<file path="src/tdss_pkg.sv">
`default_nettype none
// ----------------------------------------------------------------------------
// tdss_pkg
// Shared constants and segment tables for the three-digit display shifter.
// ----------------------------------------------------------------------------
package tdss_pkg;

  localparam int NUM_W      = 16;
  localparam int WORD_W     = 32;
  localparam int SEG_W      = 16;
  localparam int DIGIT_W    = 4;
  localparam int Q1_W       = 13;  // number / 10 fits in 13 bits
  localparam int Q2_W       = 10;  // number / 100 fits in 10 bits
  localparam int Q3_W       = 7;   // number / 1000 fits in 7 bits

  // divide by 10 through reciprocal multiply
  localparam logic [15:0] DIV10_MUL_WIDE  = 16'hCCCD;
  localparam int          DIV10_SHR_WIDE  = 19;
  localparam logic [7:0]  DIV10_MUL_NARROW = 8'd205;
  localparam int          DIV10_SHR_NARROW = 11;

  typedef logic [DIGIT_W-1:0] digit_t;
  typedef logic [SEG_W-1:0]   seg_t;
  typedef logic [WORD_W-1:0]  word_t;

  // hundreds and ones positions: PCDE--------GFAB
  function automatic seg_t seg_outer(input digit_t d);
    seg_t p;
    case (d)
      4'd0:    p = 16'h7007;
      4'd1:    p = 16'h4001;
      4'd2:    p = 16'h300B;
      4'd3:    p = 16'h600B;
      4'd4:    p = 16'h400D;
      4'd5:    p = 16'h600E;
      4'd6:    p = 16'h700E;
      4'd7:    p = 16'h4003;
      4'd8:    p = 16'h700F;
      4'd9:    p = 16'h600F;
      default: p = '0;
    endcase
    return p;
  endfunction

  // tens position: ----PCDEGFAB----
  function automatic seg_t seg_middle(input digit_t d);
    seg_t p;
    case (d)
      4'd0:    p = 16'h0770;
      4'd1:    p = 16'h0410;
      4'd2:    p = 16'h03B0;
      4'd3:    p = 16'h06B0;
      4'd4:    p = 16'h04D0;
      4'd5:    p = 16'h06E0;
      4'd6:    p = 16'h07E0;
      4'd7:    p = 16'h0430;
      4'd8:    p = 16'h07F0;
      4'd9:    p = 16'h06F0;
      default: p = '0;
    endcase
    return p;
  endfunction

endpackage
`default_nettype wire

</file>
<file path="src/three_digit_seven_segment_shifter_core.sv">
`default_nettype none
// ----------------------------------------------------------------------------
// three_digit_seven_segment_shifter_core
// Splits a 16-bit number into three decimal digits and streams the segment
// word out serially for an external shift register.
//
// Input channel in_*: one 16-bit number per beat; only the low three decimal
// digits are shown. Output channel out_*: SHIFT_LENGTH beats per number,
// word bit 0 first; out_latch is high on the last beat of each word.
// Path from input beat to the first output beat: three digit-split stages,
// the queue head, the output register. The one-bit-per-beat serializer sets
// the rate of one number per SHIFT_LENGTH beats; the digit pipe and a
// two-word queue let new numbers be taken while a word is sent.
// Reset (rst_n low, synchronous) empties all stages; no beats are pending.
// A stalled receiver holds the current beat; the serializer and then the
// queue and digit pipe fill up, and in_ready drops once all are full.
// ----------------------------------------------------------------------------
module three_digit_seven_segment_shifter_core
  import tdss_pkg::*;
#(
  parameter int SHIFT_LENGTH = 32
) (
  input  wire logic              clk,
  input  wire logic              rst_n,
  input  wire logic              in_valid,
  output logic                   in_ready,
  input  wire logic [NUM_W-1:0]  in_number,
  output logic                   out_valid,
  input  wire logic              out_ready,
  output logic                   out_serial_bit,
  output logic                   out_latch
);

  logic  f_valid, f_ready;
  word_t f_word;
  logic  q_valid, q_ready;
  word_t q_word;

  tdss_front u_front (
    .clk        (clk),
    .rst_n      (rst_n),
    .in_valid   (in_valid),
    .in_ready   (in_ready),
    .in_number  (in_number),
    .word_valid (f_valid),
    .word_ready (f_ready),
    .word       (f_word)
  );

  tdss_queue u_queue (
    .clk        (clk),
    .rst_n      (rst_n),
    .push_valid (f_valid),
    .push_ready (f_ready),
    .push_word  (f_word),
    .pop_valid  (q_valid),
    .pop_ready  (q_ready),
    .pop_word   (q_word)
  );

  tdss_back #(
    .SHIFT_LENGTH (SHIFT_LENGTH)
  ) u_back (
    .clk            (clk),
    .rst_n          (rst_n),
    .word_valid     (q_valid),
    .word_ready     (q_ready),
    .word           (q_word),
    .out_valid      (out_valid),
    .out_ready      (out_ready),
    .out_serial_bit (out_serial_bit),
    .out_latch      (out_latch)
  );

endmodule
`default_nettype wire

</file>
<file path="src/tdss_front.sv">
`default_nettype none
// ----------------------------------------------------------------------------
// tdss_front
// Three-stage elastic pipe: splits the number into decimal digits and
// builds the 32-bit segment word.
// ----------------------------------------------------------------------------
module tdss_front
  import tdss_pkg::*;
(
  input  wire logic              clk,
  input  wire logic              rst_n,
  input  wire logic              in_valid,
  output logic                   in_ready,
  input  wire logic [NUM_W-1:0]  in_number,
  output logic                   word_valid,
  input  wire logic              word_ready,
  output word_t                  word
);

  logic             v1_r, v2_r, v3_r;
  logic             v1_nxt, v2_nxt, v3_nxt;
  logic             rdy1, rdy2, rdy3;
  logic [Q1_W-1:0]  q1_r;
  digit_t           o1_r, o2_r, t2_r;
  logic [Q2_W-1:0]  q2_r;
  word_t            word_r;

  logic [31:0]      prod1;
  logic [Q1_W-1:0]  q1_c;
  logic [NUM_W-1:0] ten_q1;
  logic [NUM_W-1:0] o1_full;
  logic [28:0]      prod2;
  logic [Q2_W-1:0]  q2_c;
  logic [Q1_W-1:0]  ten_q2;
  logic [Q1_W-1:0]  t_full;
  logic [17:0]      prod3;
  logic [Q3_W-1:0]  q3_c;
  logic [Q2_W-1:0]  ten_q3;
  logic [Q2_W-1:0]  h_full;
  word_t            word_c;

  assign rdy3     = !v3_r || word_ready;
  assign rdy2     = !v2_r || rdy3;
  assign rdy1     = !v1_r || rdy2;
  assign in_ready = rdy1;

  // stage 1: ones digit
  always_comb begin
    prod1   = in_number * DIV10_MUL_WIDE;
    q1_c    = prod1[DIV10_SHR_WIDE +: Q1_W];
    ten_q1  = {q1_c, 3'b000} + {2'b00, q1_c, 1'b0};
    o1_full = in_number - ten_q1;
  end

  // stage 2: tens digit
  always_comb begin
    prod2  = q1_r * DIV10_MUL_WIDE;
    q2_c   = prod2[DIV10_SHR_WIDE +: Q2_W];
    ten_q2 = {q2_c, 3'b000} + {2'b00, q2_c, 1'b0};
    t_full = q1_r - ten_q2;
  end

  // stage 3: hundreds digit modulo 10, table lookup
  always_comb begin
    prod3  = q2_r * DIV10_MUL_NARROW;
    q3_c   = prod3[DIV10_SHR_NARROW +: Q3_W];
    ten_q3 = {q3_c, 3'b000} + {2'b00, q3_c, 1'b0};
    h_full = q2_r - ten_q3;
    word_c = {seg_outer(h_full[DIGIT_W-1:0]), {SEG_W{1'b0}}}
           | {{SEG_W{1'b0}}, seg_middle(t2_r)}
           | {{SEG_W{1'b0}}, seg_outer(o2_r)};
  end

  always_comb begin
    v1_nxt = rdy1 ? in_valid : v1_r;
    v2_nxt = rdy2 ? v1_r : v2_r;
    v3_nxt = rdy3 ? v2_r : v3_r;
  end

  always_ff @(posedge clk) begin
    if (!rst_n) begin
      v1_r <= 1'b0;
      v2_r <= 1'b0;
      v3_r <= 1'b0;
    end else begin
      v1_r <= v1_nxt;
      v2_r <= v2_nxt;
      v3_r <= v3_nxt;
    end
  end

  always_ff @(posedge clk) begin
    if (rdy1) begin
      q1_r <= q1_c;
      o1_r <= o1_full[DIGIT_W-1:0];
    end
    if (rdy2) begin
      q2_r <= q2_c;
      t2_r <= t_full[DIGIT_W-1:0];
      o2_r <= o1_r;
    end
    if (rdy3) begin
      word_r <= word_c;
    end
  end

  assign word_valid = v3_r;
  assign word       = word_r;

endmodule
`default_nettype wire

</file>
<file path="src/tdss_queue.sv">
`default_nettype none
// ----------------------------------------------------------------------------
// tdss_queue
// Two-entry word queue between the digit pipe and the serializer.
// ----------------------------------------------------------------------------
module tdss_queue
  import tdss_pkg::*;
(
  input  wire logic  clk,
  input  wire logic  rst_n,
  input  wire logic  push_valid,
  output logic       push_ready,
  input  wire word_t push_word,
  output logic       pop_valid,
  input  wire logic  pop_ready,
  output word_t      pop_word
);

  logic  head_v_r, tail_v_r;
  logic  head_v_nxt, tail_v_nxt;
  word_t head_r, tail_r;
  logic  push, pop;

  assign push_ready = !tail_v_r;
  assign pop_valid  = head_v_r;
  assign pop_word   = head_r;
  assign push       = push_valid && push_ready;
  assign pop        = pop_valid && pop_ready;

  always_comb begin
    head_v_nxt = head_v_r;
    tail_v_nxt = tail_v_r;
    if (pop) begin
      head_v_nxt = tail_v_r || push;
      tail_v_nxt = tail_v_r && push;
    end else if (push) begin
      head_v_nxt = 1'b1;
      tail_v_nxt = head_v_r;
    end
  end

  always_ff @(posedge clk) begin
    if (!rst_n) begin
      head_v_r <= 1'b0;
      tail_v_r <= 1'b0;
    end else begin
      head_v_r <= head_v_nxt;
      tail_v_r <= tail_v_nxt;
    end
  end

  always_ff @(posedge clk) begin
    if (pop) begin
      head_r <= tail_v_r ? tail_r : push_word;
    end else if (push && !head_v_r) begin
      head_r <= push_word;
    end
    if (push && ((head_v_r && !pop) || (tail_v_r && pop))) begin
      tail_r <= push_word;
    end
  end

endmodule
`default_nettype wire

</file>
<file path="src/tdss_back.sv">
`default_nettype none
// ----------------------------------------------------------------------------
// tdss_back
// Serializer: sends each word LSB first, one bit per beat, latch mark on
// the last bit.
// ----------------------------------------------------------------------------
module tdss_back
  import tdss_pkg::*;
#(
  parameter int SHIFT_LENGTH = 32
) (
  input  wire logic  clk,
  input  wire logic  rst_n,
  input  wire logic  word_valid,
  output logic       word_ready,
  input  wire word_t word,
  output logic       out_valid,
  input  wire logic  out_ready,
  output logic       out_serial_bit,
  output logic       out_latch
);

  localparam int IDX_W = $clog2(SHIFT_LENGTH);
  localparam logic [IDX_W-1:0] LAST_IDX = IDX_W'(SHIFT_LENGTH - 1);

  logic                    busy_r, busy_nxt;
  logic                    out_valid_r, out_valid_nxt;
  logic                    out_bit_r, out_bit_nxt;
  logic                    out_latch_r, out_latch_nxt;
  logic [IDX_W-1:0]        idx_r, idx_nxt;
  logic [SHIFT_LENGTH-1:0] shreg_r, shreg_nxt;
  logic [SHIFT_LENGTH+WORD_W-1:0] word_ext;
  logic [SHIFT_LENGTH-1:0] word_fit;
  logic                    advance;

  // zero-extend or truncate the word to the shift length
  assign word_ext   = {{SHIFT_LENGTH{1'b0}}, word};
  assign word_fit   = word_ext[SHIFT_LENGTH-1:0];
  assign advance    = !out_valid_r || out_ready;
  assign word_ready = advance && !busy_r;

  always_comb begin
    busy_nxt      = busy_r;
    out_valid_nxt = out_valid_r;
    out_bit_nxt   = out_bit_r;
    out_latch_nxt = out_latch_r;
    idx_nxt       = idx_r;
    shreg_nxt     = shreg_r;
    if (advance) begin
      if (busy_r) begin
        out_valid_nxt = 1'b1;
        out_bit_nxt   = shreg_r[0];
        out_latch_nxt = (idx_r == LAST_IDX);
        shreg_nxt     = shreg_r >> 1;
        idx_nxt       = idx_r + 1'b1;
        busy_nxt      = (idx_r != LAST_IDX);
      end else if (word_valid) begin
        // first bit goes straight to the output register
        out_valid_nxt = 1'b1;
        out_bit_nxt   = word_fit[0];
        out_latch_nxt = 1'b0;
        shreg_nxt     = word_fit >> 1;
        idx_nxt       = IDX_W'(1);
        busy_nxt      = 1'b1;
      end else begin
        out_valid_nxt = 1'b0;
        out_latch_nxt = 1'b0;
      end
    end
  end

  always_ff @(posedge clk) begin
    if (!rst_n) begin
      busy_r      <= 1'b0;
      out_valid_r <= 1'b0;
      out_latch_r <= 1'b0;
      idx_r       <= '0;
    end else begin
      busy_r      <= busy_nxt;
      out_valid_r <= out_valid_nxt;
      out_latch_r <= out_latch_nxt;
      idx_r       <= idx_nxt;
    end
  end

  always_ff @(posedge clk) begin
    out_bit_r <= out_bit_nxt;
    shreg_r   <= shreg_nxt;
  end

  assign out_valid      = out_valid_r;
  assign out_serial_bit = out_bit_r;
  assign out_latch      = out_latch_r;

`ifndef SYNTHESIS
  a_latch_valid: assert property (@(posedge clk) disable iff (!rst_n)
    out_latch_r |-> out_valid_r)
    else $error("latch mark without a valid beat");

  a_latch_idle: assert property (@(posedge clk) disable iff (!rst_n)
    out_latch_r |-> !busy_r)
    else $error("serializer still busy after the last bit");

  a_busy_idx: assert property (@(posedge clk) disable iff (!rst_n)
    busy_r |-> (idx_r != '0))
    else $error("bit counter at zero while busy");

  a_load_first: assert property (@(posedge clk) disable iff (!rst_n)
    (word_valid && word_ready) |=> (busy_r && out_valid_r && !out_latch_r))
    else $error("word load did not start a frame");
`endif

endmodule
`default_nettype wire

</file>
<file path="config.mk">
export PLATFORM = sky130hd
export DESIGN_NAME = three_digit_seven_segment_shifter_core
export DESIGN_NICKNAME = d
export VERILOG_FILES = /design/src/tdss_pkg.sv /design/src/three_digit_seven_segment_shifter_core.sv /design/src/tdss_front.sv /design/src/tdss_queue.sv /design/src/tdss_back.sv
export SDC_FILE = /design/constraint.sdc
export NUM_CORES = 1
export LEC_CHECK = 0
export ABC_CLOCK_PERIOD_IN_PS = 11690
export BUFFER_PORTS_ARGS = -buffer_cell sky130_fd_sc_hd__buf_2
export CAP_MARGIN = 20
export CELL_PAD_IN_SITES_DETAIL_PLACEMENT = 0
export CELL_PAD_IN_SITES_GLOBAL_PLACEMENT = 1
export CORE_MARGIN = 4
export CORE_UTILIZATION = 57
export CTS_CLUSTER_SIZE = 24
export DETAILED_ROUTE_END_ITERATION = 8
export GPL_TIMING_DRIVEN = 0
export PLACE_DENSITY_LB_ADDON = 0.1
export SYNTH_ARGS = -nofsm -noshare
export SYNTH_HDL_FRONTEND = slang
export SYNTH_SLANG_ARGS = --single-unit
export TNS_END_PERCENT = 50
</file>
<file path="constraint.sdc">
create_clock -name clk -period 11.69 [get_ports clk]
set_clock_uncertainty 0.2 [all_clocks]
set_input_delay 1.169 -clock clk [delete_from_list [all_inputs] [get_ports clk]]
set_output_delay 1.169 -clock clk [all_outputs]
set_load 0.01 [all_outputs]
</file>
==> impl_metrics.tcl <==
set metrics [dict create \
    hold_buffers 0 \
    max_freq_mhz 138 \
    rrSetupSlack_ns 4.47 \
    rows 58 \
    path_class "register to register" \
    min_period_over_period 0.618 \
    finalSetupViolations 0 \
    cp.arrival_ns 7.33 \
    dieArea_mm2 0.0281 \
    setup_tns_ns 0 \
    postCtsResizedCells 0 \
    dp_hpwl_mm 22.2 \
    synth-async-reset-ratio 0 \
    clkTransAtPathRegs_ns 0.07 \
    avgSynthCellArea_um2 11.3 \
    place_ws_ns 4.40 \
    r2r-end "u_front.word_c[6]" \
    die_h_um 168 \
    holdPathEnd "u_front.word[9]" \
    min_from "u_front.word_c[9]" \
    final_cell_mix "334 x inv_1, 272 x ha_1, 146 x fa_1, 129 x edfxtp_1, 42 x mux2_2" \
    diodes 0 \
    synth-edff-count 129 \
    min_period_ns 7.22 \
    clk_path_buf_depth 2 \
    synth_cells 1278 \
    clkLatencyLatePin_ns 0.42 \
    syn_to_final_growth_pct 8.14 \
    drc 0 \
    layout_commonest_cell "inv_1" \
    cts_setup_buffers 0 \
    route.vias.total 8476 \
    timing.hold.worst_path_depth 0 \
    via_per_inst 5.09 \
    grt_pass1_vias 8887 \
    final_util 0.625 \
    yosysWarnings 0 \
    cp-end-kind "register" \
    place_area_mm2 0.0151 \
    maxSlewHeadroom 0.398 \
    fp.coreArea_mm2 0.0251 \
    drv_slew 0 \
    grt_overflow 0 \
    grt_max_degree 27 \
    cap_violations 0 \
    ctsHtreeMaxLevel 4 \
    numCtsBuffers 17 \
    nNetsFinal 1761 \
    drt.antenna.violating_nets 0 \
    cts_sinks 156 \
    die_w_um 168 \
    portBuffers 23 \
    finalHoldViolations 0 \
    reg2regPathDepth 25 \
    synth_area_mm2 0.0145 \
    first_pass_iters 6 \
    worst_slack_ns 4.47 \
    synth_nets 1716 \
    synth_seq_cells 156 \
    cp_max_fo 8 \
    wire_per_inst_um 15.5 \
    drive_above_1_share 0.0838 \
    rsz0062_at_grt "no" \
    cts_tree "built" \
    crit_start "u_front.q1_r[2]" \
    start_util 0.578 \
    drt-total-wl_mm 25.8 \
    io_pins 24 \
    crit_path_start_kind "register" \
    synth_ff_type "edfxtp_1" \
    worstHoldPathType "register to register" \
    synth_cell_types 51 \
    ys_seq_area_frac 0.304 \
    cp.required_ns 11.80 \
    drtIter0Drc 374 \
    grt_pass1_wl_mm 44.2 \
    root_buffer "clkbuf_16" \
    worst_pin_slew_ns 0.901 \
    gp_congestion 0.921 \
    r2r_start "u_front.q1_r[2]" \
    stdcell_area_mm2 0.0157 \
    outcome "completed" \
    antenna_found_initial 0 \
    grt.total_usage 0.197 \
]
-- per-stage QoR --
step / cells / hold slack (ns)
3_3_place_gp: 1631 / 0.186
4_1_cts: 1666 / 0.201
2_1_floorplan: 1278 / 0.186
5_1_grt: 1666 / 0.204
3_5_place_dp: 1634 / 0.189
6_report: 1666 / 0.199
-- flip-flops by register name (all words and copies together) (netlist names), 4 cells and up --
signal and cells:
u_queue.pop_word 21, u_front.word 21, u_front.o1_r 4, u_queue.tail_r 21
u_back.shreg_r 30, u_back.idx_r 5, u_front.t2_r 4, u_front.o2_r 4
u_front.word_c 14, u_front.q1_r 13, u_front.q2_r 10
-- Yosys cell counts (6+ instances only) --
master,instances,share of area
inv_1,334,0.086
ha_1,272,0.23
fa_1,146,0.20
edfxtp_1,129,0.27
mux2_2,42,0.033
nor2_1,40,0.010
nand2_1,38,0.0098
a21oi_1,34,0.012
xnor2_1,32,0.019
o21ai_0,28,0.0097
dfxtp_1,27,0.037
xor2_1,18,0.011
and2_1,13,0.0056
mux2i_1,13,0.0090
nand3_1,10,0.0035
a21o_1,9,0.0047
nor2b_1,7,0.0030
nor3_1,7,0.0024
a211oi_1,6,0.0031
and3_1,6,0.0026
nand4_1,6,0.0026
-- per-layer routing --
layer  vias to the layer above  track usage  wire (um)
met5                         -            0          0
met4                         0       0.0427        271
met3                        19       0.0264        753
met2                       101        0.345      13100
met1                      4084        0.264      11700
li1                       4272            -          -
-- worst max path at each step --
stage	depth (start not counted)	to
floorplan	20	u_front.q1_r[12]
global placement	21	u_front.q1_r[12]
CTS	25	u_front.word_c[6]
finish	25	u_front.word_c[6]
detailed placement	21	u_front.q1_r[12]
global route	25	u_front.word_c[6]
-- logic make-up after synthesis --
logic type	after synthesis	synth area share
adders and majority gates	418	0.436
buffers and inverters	344	0.0890
DFF	156	0.304
and+or+nand+nor	140	0.0462
AOI/OAI and AO/OA	114	0.0513
muxes	55	0.0416
xor gates and xnor gates	51	0.0313
-- worst max-delay path, stage by stage, from the launching register on --
cell and delay (ns):
edfxtp_1 0.50, inv_1 0.14, ha_1 0.25, ha_1 0.33
fa_1 0.62, inv_1 0.08, fa_1 0.54, inv_1 0.06
fa_1 0.49, ha_1 0.34, a211oi_2 0.22, o21ai_1 0.14
a211oi_2 0.47, o21ai_0 0.23, a21oi_1 0.21, xnor2_1 0.20
ha_1 0.22, xor2_1 0.36, a211oi_1 0.11, a21oi_1 0.13
o21ai_0 0.08, a211oi_1 0.31, nand4_1 0.22, a31oi_4 0.32
mux2i_1 0.23, o22ai_1 0.10
-- layout make-up --
type                       instances  area [um^2]
inverter                         336         1260
sequential                       156         4410
tap                              330          413
clock buffer                      17          425
buffer                             8         30.0
fill                            2098         9430
clock inverter                    15          163
multi-input combinational        778         8800
timing repair buffer              26          173
Power is not shown: default switching activity piles up to over one toggle a cycle in this logic, so the estimate is an artifact.
